File: src/hdl/c2s_pkg.sv
// Package for the cartesian to spherical converter: widths, constants and the arctangent table.
package c2s_pkg;

  localparam int unsigned CordicStagesDef = 16;
  localparam int unsigned AngleBitsDef    = 16;
  localparam int unsigned Guard           = 16;
  // Datapath width: 32-bit coordinate, 16 guard bits, CORDIC growth and sign.
  localparam int unsigned DW              = 52;
  localparam logic [31:0] GainInv         = 32'h9B74EDA8;

  localparam int unsigned RegMode  = 0;
  localparam int unsigned RegLimit = 1;

  typedef logic signed [DW-1:0] dp_t;

  // Arctangent of 2^-i as a fraction of a full turn, 2^32 per turn.
  function automatic logic [31:0] atan_turn32(input logic [4:0] i);
    logic [31:0] r;
    case (i)
      5'd0:  r = 32'h20000000;
      5'd1:  r = 32'h12E4051E;
      5'd2:  r = 32'h09FB385B;
      5'd3:  r = 32'h051111D4;
      5'd4:  r = 32'h028B0D43;
      5'd5:  r = 32'h0145D7E1;
      5'd6:  r = 32'h00A2F61E;
      5'd7:  r = 32'h00517C55;
      5'd8:  r = 32'h0028BE53;
      5'd9:  r = 32'h00145F2F;
      5'd10: r = 32'h000A2F98;
      5'd11: r = 32'h000517CC;
      5'd12: r = 32'h00028BE6;
      5'd13: r = 32'h000145F3;
      5'd14: r = 32'h0000A2FA;
      5'd15: r = 32'h0000517D;
      5'd16: r = 32'h000028BE;
      5'd17: r = 32'h0000145F;
      5'd18: r = 32'h00000A30;
      5'd19: r = 32'h00000518;
      5'd20: r = 32'h0000028C;
      5'd21: r = 32'h00000146;
      5'd22: r = 32'h000000A3;
      5'd23: r = 32'h00000051;
      5'd24: r = 32'h00000029;
      5'd25: r = 32'h00000014;
      5'd26: r = 32'h0000000A;
      5'd27: r = 32'h00000005;
      5'd28: r = 32'h00000003;
      5'd29: r = 32'h00000001;
      5'd30: r = 32'h00000001;
      default: r = 32'h00000000;
    endcase
    return r;
  endfunction

endpackage

File: src/hdl/c2s_cell.sv
// One CORDIC vectoring micro-rotation cell with a register stage.
module c2s_cell #(
  parameter int unsigned Shift     = 0,
  parameter int unsigned AngleBits = c2s_pkg::AngleBitsDef,
  parameter int unsigned SideW     = 1
) (
  input  logic                           clk_i,
  input  logic                           en_i,
  input  c2s_pkg::dp_t                   a_i,
  input  c2s_pkg::dp_t                   b_i,
  input  logic signed [AngleBits+1:0]    ang_i,
  input  logic [SideW-1:0]               side_i,
  output c2s_pkg::dp_t                   a_o,
  output c2s_pkg::dp_t                   b_o,
  output logic signed [AngleBits+1:0]    ang_o,
  output logic [SideW-1:0]               side_o
);
  import c2s_pkg::*;

  localparam logic [31:0] StepFull = atan_turn32(5'(Shift));
  localparam logic [AngleBits+1:0] Step = (AngleBits+2)'(StepFull >> (32 - AngleBits));

  dp_t a_q, b_q, a_d, b_d;
  logic signed [AngleBits+1:0] ang_q, ang_d;
  logic [SideW-1:0] side_q;

  always_comb begin
    if (!b_i[DW-1]) begin
      a_d   = a_i + (b_i >>> Shift);
      b_d   = b_i - (a_i >>> Shift);
      ang_d = ang_i + $signed(Step);
    end else begin
      a_d   = a_i - (b_i >>> Shift);
      b_d   = b_i + (a_i >>> Shift);
      ang_d = ang_i - $signed(Step);
    end
  end

  always_ff @(posedge clk_i) begin
    if (en_i) begin
      a_q    <= a_d;
      b_q    <= b_d;
      ang_q  <= ang_d;
      side_q <= side_i;
    end
  end

  assign a_o = a_q;
  assign b_o = b_q;
  assign ang_o = ang_q;
  assign side_o = side_q;
endmodule

File: config.mk
export PLATFORM = sky130hd
export DESIGN_NAME = c2s_cell
export DESIGN_NICKNAME = d
export VERILOG_FILES = /design/src/hdl/c2s_pkg.sv /design/src/hdl/c2s_cell.sv
export SDC_FILE = /design/constraint.sdc
export NUM_CORES = 1
export LEC_CHECK = 0
export BUFFER_PORTS_ARGS = -buffer_cell sky130_fd_sc_hd__buf_4
export CORE_UTILIZATION = 40
export CTS_BUF_LIST = sky130_fd_sc_hd__clkbuf_2 sky130_fd_sc_hd__clkbuf_4 sky130_fd_sc_hd__clkbuf_8
export CTS_CLUSTER_DIAMETER = 150
export DETAILED_ROUTE_END_ITERATION = 10
export PLACE_DENSITY = 0.7
export SLEW_MARGIN = 40
export SYNTH_ARGS = -nofsm -noshare
export SYNTH_HDL_FRONTEND = slang
export SYNTH_SLANG_ARGS = --single-unit
export TNS_END_PERCENT = 100
File: constraint.sdc
create_clock -name clk_i -period 3.2 [get_ports clk_i]
set_input_delay 0.16 -clock clk_i [delete_from_list [all_inputs] [get_ports clk_i]]
set_output_delay 0.16 -clock clk_i [all_outputs]
set_load 0.05 [all_outputs]
==> metrics.csv <==
metric,value,unit
minimum setup slack in the final design,0.03223,ns
combined area of all synthesized cells,13320,sq um
final weighted congestion in routability-driven placement,0.9849,
Fillers,3045,
worst stage delay on the critical path,0.45,ns
GRT Overall Usage,0.3003,
worst hold-check path type,in -> reg,
TritonCTS Sinks,122,
via count of the first global-routing pass,14080,
cells along the critical path,buf_4 -> ha_2 -> inv_1 -> fa_2 -> o21ba_2 -> or4_4 -> a2111oi_4 -> buf_4 -> o31a_1 -> nand3_2 -> o21bai_4 -> a21bo_4 -> a21oi_1 -> o2111a_1 -> nor4_1,
"EDFF count, synth",122,
cell with the largest stage delay on the worst path,or4_4,
number of hold violations in the final report,0,
VDD IR-drop max,281.7,uV
clock transition at the register clock pins on the worst setup and hold paths after CTS,0.08,ns
Core Area,32620,sq um
Crit path arrival time,3.46,ns
Total Negative Setup Slacks,0,ns
number of maximum-capacitance violations,0,
post-synth top area cell,edfxtp_1,
largest fanout of any net on the critical path,4,
type of the worst setup path,in -> reg,
area share of the largest cell type after synthesis,0.2751,
number of max-slew violations in the final report,0,
floorplan die width,184.5,microns
Util after Layout,0.5663,
first drt pass iteration count,5,
Cell variety after synth,74,
kind of start point of the critical path,primary input,
power consumption,7.947,mW
area of the multi-input gates,8821,sq um
"antenna viol nets, final",0,
Max transition margin,0.4843,
Routed WL per cell,19.68,microns
Starting DRT DRC Count,1543,
boundary pin count,248,
register area,3664,sq um
maximum clock rate,0.3157,GHz
initial antenna violation count,0,
proportion of layout cells with a drive suffix above 1,0.2886,
"most common cell after layout, fill and taps aside",buf_4,
TritonCTS clock tree,built,
net count after synthesis,1924,
estimated wirelength of the detail-placed design,42030,microns
Static Leakage,8.458,nW
maximum count of clock buffers along a single path,2,
sequential element share of the synthesized area,0.2751,
most numerous cell on the critical path,buf_4,
total grt overflow,0,
Die Y,184.5,microns
worst-case setup slack after placement,-0.6829,ns
count of endpoints failing setup in the final report,0,
antenna cells,0,
Hold Slack,0.08893,ns
top flip-flop cell by instance count after synthesis,edfxtp_1,
most frequent cells in the layout,"buf_4, a21oi_1, inv_1, ha_1, nor2_1",
fin nets,2438,
unrepaired setup endpoints after global routing,yes,
final clock period utilization by the worst path,0.9899,
DRC,0,
H-tree depth,4,
post-synthesis async set-or-reset flop share,0,
category of the worst setup path capture point,register,
root buffer cell,clkbuf_8,
Power Density,430.2,nW/um^2
required time at the worst-slack endpoint,3.49,ns
Port Buf Inserts,247,
average via count per standard cell,5.618,
site row count,66,
DR vias,14650,
cts bufs inserted,17,
post-synthesis sequential element count,122,
ranking of synthesized cells by area,"edfxtp_1, ha_1, a21oi_1, xnor2_1, inv_1",
slew of the pin with the lowest slew margin,0.7735,ns
Routed WL,51330,microns
Yosys warning total,0,
status,"complete, no violations",
first-pass GRT wire length,78290,microns
pin count of the biggest net entering global routing,73,
layout overhead on the synthesized area,38.69,%
average size of a mapped cell,8.126,sq um
Post-Syn Instances,1639,
time the final worst path needs with I/O delays and setup,3.168,ns
starting density of the core,0.4083,
die area,34030,sq um
-- flip-flops by register name, indices dropped and copies added, names as in the netlist --
signal and flops:
a_o 52, ang_o 18, b_o 51, side_o 1
-- path summary, 6_finish.rpt --
path                  start         to  depth (start not counted)
hold / removal    ang_i[17]  ang_o[17]                          3
setup / recovery     a_i[0]    b_o[46]                         15
-- power by group --
group	leakage (nW)	switching, mW	internal [mW]
logic	7.06	2.62	1.58
registers	1.19	0.106	2.11
clock network	0.202	0.755	0.782
total	8.46	3.48	4.47
-- cells by family after synthesis --
| logic type | synth area share |
|---|---|
| AND/OR/NAND/NOR | 0.1384 |
| buffers and inverters | 0.07233 |
| adder cells (fa/ha/maj) | 0.1526 |
| AO/OA/AOI/OAI | 0.2736 |
| flip-flops | 0.2751 |
| multiplexers | 0.02104 |
| XOR/XNOR | 0.06707 |
-- synth_stat cells, types with 4 or more instances --
library cell and instances:
a211oi_1 16, a31oi_1 17, fa_1 4, or3_1 9
nor4_1 17, buf_1 16, nand2b_1 12, clkinv_1 4
ha_1 156, o211ai_1 10, o21bai_1 41, edfxtp_1 122
and2_1 5, nor2_1 140, xor2_1 5, a221o_1 5
o22ai_1 6, nand4_1 28, a221oi_1 9, nor3_1 34
or4_1 7, nor2b_1 15, xnor2_1 97, buf_2 5
mux2i_1 28, o21ai_0 121, nand2_1 84, o221ai_1 8
inv_1 168, clkbuf_1 53, a21oi_1 233, or2_2 4
o21a_1 20, a21o_1 29, a21boi_0 8, nand3_1 19
o31ai_1 25, and3_1 5
-- stage by stage --
step | std cells | instance area, sq um
after global placement | 2558 | 17760
after CTS | 2606 | 18360
after floorplan | 1639 | 13320
final | 2608 | 18470
after global routing | 2608 | 18470
after detailed placement | 2558 | 17760
-- layer usage --
metal / global-route usage / part of all wire / vias to the layer above
met2: 0.4691 / 0.44 / 722
met3: 0.05216 / 0.088 / 99
met4: 0.1010 / 0.030 / 0
met1: 0.4157 / 0.44 / 6916
met5: 0 / 0 / -
li1: - / - / 6914
-- repair_timing --
action / in CTS / in global routing
gates cloned: 0 / 0
gates resized for setup: 4 / 25
endpoints found under the setup margin: 21 / 23
hold buffers: 16 / 0
endpoints found under the hold margin: 16 / 0
buffers inserted: 0 / 2
pin swaps: 0 / 14
-- critical path: cells and delay by family --
family / cells / cell delay, ns
AO/OA/AOI/OAI: 7 / 1.59
adder cells (fa/ha/maj): 2 / 0.52
buffers and inverters: 3 / 0.32
AND/OR/NAND/NOR: 3 / 0.86
-- final cells by class --
| class | count | area share |
|---|---|---|
| clock buffer | 18 | 0.01307 |
| clock inverter | 14 | 0.009347 |
| inverter | 173 | 0.03515 |
| multi-input combinational | 1267 | 0.4775 |
| sequential | 122 | 0.1983 |
| tap | 442 | 0.02994 |
| timing repair buffer | 572 | 0.2367 |
No activity file was read; power rests on OpenSTA's default activity.
