$ cat src/hdl/c2s_pkg.sv
// Package for the cartesian to spherical converter: widths, constants and the arctangent table.
package c2s_pkg;

  localparam int unsigned CordicStagesDef = 16;
  localparam int unsigned AngleBitsDef    = 16;
  localparam int unsigned Guard           = 16;
  // Datapath width: 32-bit coordinate, 16 guard bits, CORDIC growth and sign.
  localparam int unsigned DW              = 52;
  localparam logic [31:0] GainInv         = 32'h9B74EDA8;

  localparam int unsigned RegMode  = 0;
  localparam int unsigned RegLimit = 1;

  typedef logic signed [DW-1:0] dp_t;

  // Arctangent of 2^-i as a fraction of a full turn, 2^32 per turn.
  function automatic logic [31:0] atan_turn32(input logic [4:0] i);
    logic [31:0] r;
    case (i)
      5'd0:  r = 32'h20000000;
      5'd1:  r = 32'h12E4051E;
      5'd2:  r = 32'h09FB385B;
      5'd3:  r = 32'h051111D4;
      5'd4:  r = 32'h028B0D43;
      5'd5:  r = 32'h0145D7E1;
      5'd6:  r = 32'h00A2F61E;
      5'd7:  r = 32'h00517C55;
      5'd8:  r = 32'h0028BE53;
      5'd9:  r = 32'h00145F2F;
      5'd10: r = 32'h000A2F98;
      5'd11: r = 32'h000517CC;
      5'd12: r = 32'h00028BE6;
      5'd13: r = 32'h000145F3;
      5'd14: r = 32'h0000A2FA;
      5'd15: r = 32'h0000517D;
      5'd16: r = 32'h000028BE;
      5'd17: r = 32'h0000145F;
      5'd18: r = 32'h00000A30;
      5'd19: r = 32'h00000518;
      5'd20: r = 32'h0000028C;
      5'd21: r = 32'h00000146;
      5'd22: r = 32'h000000A3;
      5'd23: r = 32'h00000051;
      5'd24: r = 32'h00000029;
      5'd25: r = 32'h00000014;
      5'd26: r = 32'h0000000A;
      5'd27: r = 32'h00000005;
      5'd28: r = 32'h00000003;
      5'd29: r = 32'h00000001;
      5'd30: r = 32'h00000001;
      default: r = 32'h00000000;
    endcase
    return r;
  endfunction

endpackage

$ cat src/hdl/c2s_gain.sv
// Gain removal stage: magnitude times the inverse CORDIC gain, truncating, registered.
module c2s_gain #(
  parameter int unsigned SideW = 1
) (
  input  logic             clk_i,
  input  logic             en_i,
  input  c2s_pkg::dp_t     m_i,
  input  logic [SideW-1:0] side_i,
  output logic [47:0]      m_o,
  output logic [SideW-1:0] side_o
);
  import c2s_pkg::*;

  // Magnitude stays below 2^50, so hi is at most 18 bits.
  logic [DW-1:0] u;
  logic [19:0] hi;
  logic [31:0] lo;
  logic [51:0] phi_q;
  logic [63:0] plo_q;
  logic [SideW-1:0] side1_q, side2_q;
  logic [47:0] m_q;

  assign u  = m_i[DW-1] ? '0 : m_i;
  assign hi = u[DW-1:32];
  assign lo = u[31:0];

  always_ff @(posedge clk_i) begin
    if (en_i) begin
      phi_q   <= {32'd0, hi} * {20'd0, GainInv};
      plo_q   <= {32'd0, lo} * {32'd0, GainInv};
      side1_q <= side_i;
      m_q     <= 48'(phi_q + {20'd0, plo_q[63:32]});
      side2_q <= side1_q;
    end
  end

  assign m_o = m_q;
  assign side_o = side2_q;
endmodule

$ cat config.mk
export PLATFORM = sky130hd
export DESIGN_NAME = c2s_gain
export DESIGN_NICKNAME = d
export VERILOG_FILES = /design/src/hdl/c2s_pkg.sv /design/src/hdl/c2s_gain.sv
export SDC_FILE = /design/constraint.sdc
export NUM_CORES = 2
export LEC_CHECK = 0
export ABC_AREA = 1
export BUFFER_PORTS_ARGS = -buffer_cell sky130_fd_sc_hd__buf_2
export CAP_MARGIN = 0
export CORE_MARGIN = 8
export CORE_UTILIZATION = 45
export CTS_CLUSTER_SIZE = 14
export DETAILED_ROUTE_END_ITERATION = 12
export SETUP_SLACK_MARGIN = 0.5
export SLEW_MARGIN = 10
export SYNTH_ARGS = -nofsm -noshare
export SYNTH_HDL_FRONTEND = slang
export SYNTH_SLANG_ARGS = --single-unit
$ cat constraint.sdc
create_clock -name clk_i -period 10.8 [get_ports clk_i]
set_input_delay 2.16 -clock clk_i [delete_from_list [all_inputs] [get_ports clk_i]]
set_output_delay 2.16 -clock clk_i [all_outputs]
set_load 0.02 [all_outputs]
==> reports/summary.md <==
- 5809 — number of placed instances, taps included
- 0 — global route overflow
- 169000 um — wire length of the first global-routing pass
- 4.33% — share of cells above drive strength 1
- 29.9k — via count of the first global-routing pass
- 1010 ps — Slew @ Worst Pin
- 4.85 — Vias per Instance
- done — TritonCTS clock tree
- register to register — hold crit path type
- 18.4 um — final routed wire length divided by cell count
- 104 — total I/O pin count
- input port — startpoint type of the worst setup path
- 6.70% — Synth-to-Final Area Change
- 76 — maximum number of pins on one net before global-route repair
- 17 — number of buffers added by the clock tree synthesis step
- 0 — hold-fix buffers at CTS
- 0 — count of antenna-violating nets left after detailed routing
- 17 — CP Max Fanout
- 127 — Clock Sinks
- sky130_fd_sc_hd__nor2_1 — slowest stage cell on the critical path
- 4 — number of H-tree branching levels
- finished, final reports clean — outcome
- 580 ps — largest incremental delay on the critical path
- 45.1% — Initial Util
- 104 MHz — highest achievable clock rate
- 0.0375 mm2 — netlist area before placement
- 35 — Distinct cells, synth
- 89.4% — post-route clock period utilization
- 0 ps — total negative slack for setup checks
- 854 ps — worst setup timing slack at the placement stage
- 305 um — DIE HEIGHT
- 9830 ps — critical path data arrival time
- register — nature of the critical path endpoint
- 0 — diodes inserted
- 5896 — Mapped Nets
- 0 — Fin. Hold Viols
- 0 — max cap viols
- 0 — number of warning messages in the yosys log
- 305 um — horizontal extent of the die
- 98200 um — detailed-placement wirelength estimate
- 1 — antenna violations before repair
- 0.994 — routability congestion estimate from global placement
- 5840 — Final Instance Count excl. Fillers
- 2002 — number of design-rule violations left by the first detailed-router iteration
- 127 — flop and latch count out of synthesis
- 23.6% — GRT Total Usage
- 0.0832 mm2 — Core Footprint
- 0.0929 mm2 — DIE AREA
- 32.4% — normalized max-slew margin
- 5 — number of search-and-repair iterations in the first detailed-routing pass
- 60 ps — clock edge transition at the registers on the reported setup and hold paths
- 1150 ps — minimum setup slack in the final design
- 430 ps — clock latency on the worst-skew pair
- 8.12 um2 — synthesized area divided by synthesized cell count
- 0 — endpoints failing setup
- 0 — setup fix buffers added after clock tree synthesis
- 0 — final number of max-transition violations
- 106 — standard-cell row count
- 9650 ps — shortest clock period the worst path allows after layout
- 10.2% — sequential share of the synthesized area
- 2 — buffers from clock root to sink, at most
- 0 — number of instances resized during post-cts repair
- 108000 um — final routed wirelength across all metal layers
- sky130_fd_sc_hd__fa_1 — cell repeated most along the worst path
- sky130_fd_sc_hd__clkbuf_16 — library cell used as clock root buffer
- false — setup repair after global routing missed its margin
- 6023 — number of nets at the end of the flow
- 28.3k — vias after detailed routing
- 13.6 ps — Fin Clk Skew
- 0 — number of design rule violations left after detail routing
- 103 — quantity of I/O buffers inserted on ports
- 4621 — cell count after synthesis
- input port to register — type of the worst setup path
- 8286 — count of filler cells inserted in the layout
- 10980 ps — required time of the critical path
cell usage after synthesis:
cell                       count  area share (%)
sky130_fd_sc_hd__a21oi_1     105             1.4
sky130_fd_sc_hd__o21bai_1     12            0.24
sky130_fd_sc_hd__buf_1         1           0.010
sky130_fd_sc_hd__xor2_1       48             1.1
sky130_fd_sc_hd__nand3_2       3           0.080
sky130_fd_sc_hd__nand2_1    1014              10
sky130_fd_sc_hd__and2_1       10            0.17
sky130_fd_sc_hd__inv_1      1506              15
sky130_fd_sc_hd__o21a_1        1           0.020
sky130_fd_sc_hd__nor2_2       23            0.38
sky130_fd_sc_hd__nor3_1       25            0.33
sky130_fd_sc_hd__inv_2         8           0.080
sky130_fd_sc_hd__edfxtp_1    127              10
sky130_fd_sc_hd__nand3b_1      2           0.040
sky130_fd_sc_hd__o21bai_2      1           0.030
sky130_fd_sc_hd__nor2_4        6            0.18
sky130_fd_sc_hd__a21o_1        6            0.12
sky130_fd_sc_hd__or2_2         4           0.067
sky130_fd_sc_hd__buf_4         2           0.040
sky130_fd_sc_hd__nor3_2        3           0.080
sky130_fd_sc_hd__xnor2_1      16            0.37
sky130_fd_sc_hd__nor4_1        1           0.017
sky130_fd_sc_hd__nor2_1      266             2.7
sky130_fd_sc_hd__clkbuf_1      3           0.030
sky130_fd_sc_hd__fa_1        678              36
sky130_fd_sc_hd__a31oi_1       4           0.067
sky130_fd_sc_hd__nand2_2      13            0.22
sky130_fd_sc_hd__nor3_4        1           0.043
sky130_fd_sc_hd__nand4_1      26            0.43
sky130_fd_sc_hd__o21ai_2       1           0.023
sky130_fd_sc_hd__nand2b_1      1           0.017
sky130_fd_sc_hd__and3_1        2           0.033
sky130_fd_sc_hd__ha_1        542              18
sky130_fd_sc_hd__nand3_1     131             1.7
sky130_fd_sc_hd__o21ai_0      29            0.39
metal layers:
metal	global-route usage [%]	up-vias	part of all wire (%)
met3	4.25	102	7.1
met2	36.8	807	44
met1	34.5	13700	48
li1	-	13700	-
met4	4.49	0	1.8
met5	0	-	0
cells in the final DEF, fill, tap and decap left out, drive strengths merged:
| cell type | netlist | final |
|---|---|---|
| nand3 | 134 | 134 |
| nor4 | 1 | 1 |
| o21bai | 13 | 13 |
| nand2 | 1027 | 1027 |
| clkinvlp | 0 | 1 |
| nor2 | 295 | 295 |
| a21oi | 105 | 105 |
| clkbuf | 3 | 17 |
| edfxtp | 127 | 127 |
| a21o | 6 | 6 |
| and3 | 2 | 2 |
| a31oi | 4 | 4 |
| o21a | 1 | 1 |
| nor3 | 29 | 29 |
| fa | 678 | 678 |
| clkinv | 0 | 8 |
| inv | 1514 | 1516 |
| xor2 | 48 | 48 |
| nand2b | 1 | 1 |
| nand4 | 26 | 26 |
| bufinv | 0 | 3 |
| ha | 542 | 542 |
| xnor2 | 16 | 16 |
| buf | 3 | 114 |
| nand3b | 2 | 2 |
| or2 | 4 | 4 |
| o21ai | 30 | 30 |
| and2 | 10 | 10 |
state kept, by name, summed over array words and instances (netlist names):
name     count
m_o         48
phi_q       45
plo_q       32
side1_q      1
side_o       1
cell type report:
cell class	count	area, um2	share of cell area (%)
Timing Repair Buffer	114	601	1.50
Tap cell	1080	1350	3.37
Inverter	1514	5680	14.2
Clock inverter	14	168	0.419
Multi-Input combinational cell	2974	28000	69.9
Sequential cell	127	3810	9.52
Clock buffer	17	425	1.06
per-stage QoR:
step           area [um2]  util, %  hold WS (ps)
3_3_place_gp        39500     47.5           404
4_1_cts             40100     48.2           428
3_5_place_dp        39500     47.5           425
5_1_grt             40100     48.2           435
6_report            40100     48.2           422
2_1_floorplan       37500        -           400
path summary, 6_finish.rpt:
path | slack (ps) | depth (start not counted) | endpoint | start
max | 1150 | 29 | plo_q[55] | m_i[51]
min | 420 | 0 | side_o | side1_q
max reg2reg | 8380 | 15 | m_o[31] | plo_q[35]
min reg2reg | 420 | 0 | side_o | side1_q
logic make-up (layout without fill, tap and decap cells):
kind of cell               Yosys count  count (layout)  share of synthesized area, %
and+or+nand+nor                   1531            1531                          16.6
AOI/OAI and AO/OA                  159             159                          2.29
adders and majority gates         1220            1220                          54.2
xor gates and xnor gates            64              64                          1.49
DFF                                127             127                          10.2
buffers and inverters             1520            1659                          15.2
worst max-delay path: cells and delay by family:
| kind | cells | cell delay (ps) |
|---|---|---|
| simple gates | 12 | 2860 |
| fa+ha+maj | 9 | 3890 |
| buf+inv | 8 | 900 |
Power is left out: the tool's default activity adds up to more than one toggle a clock period on the data nets, which glitch-free logic cannot reach.
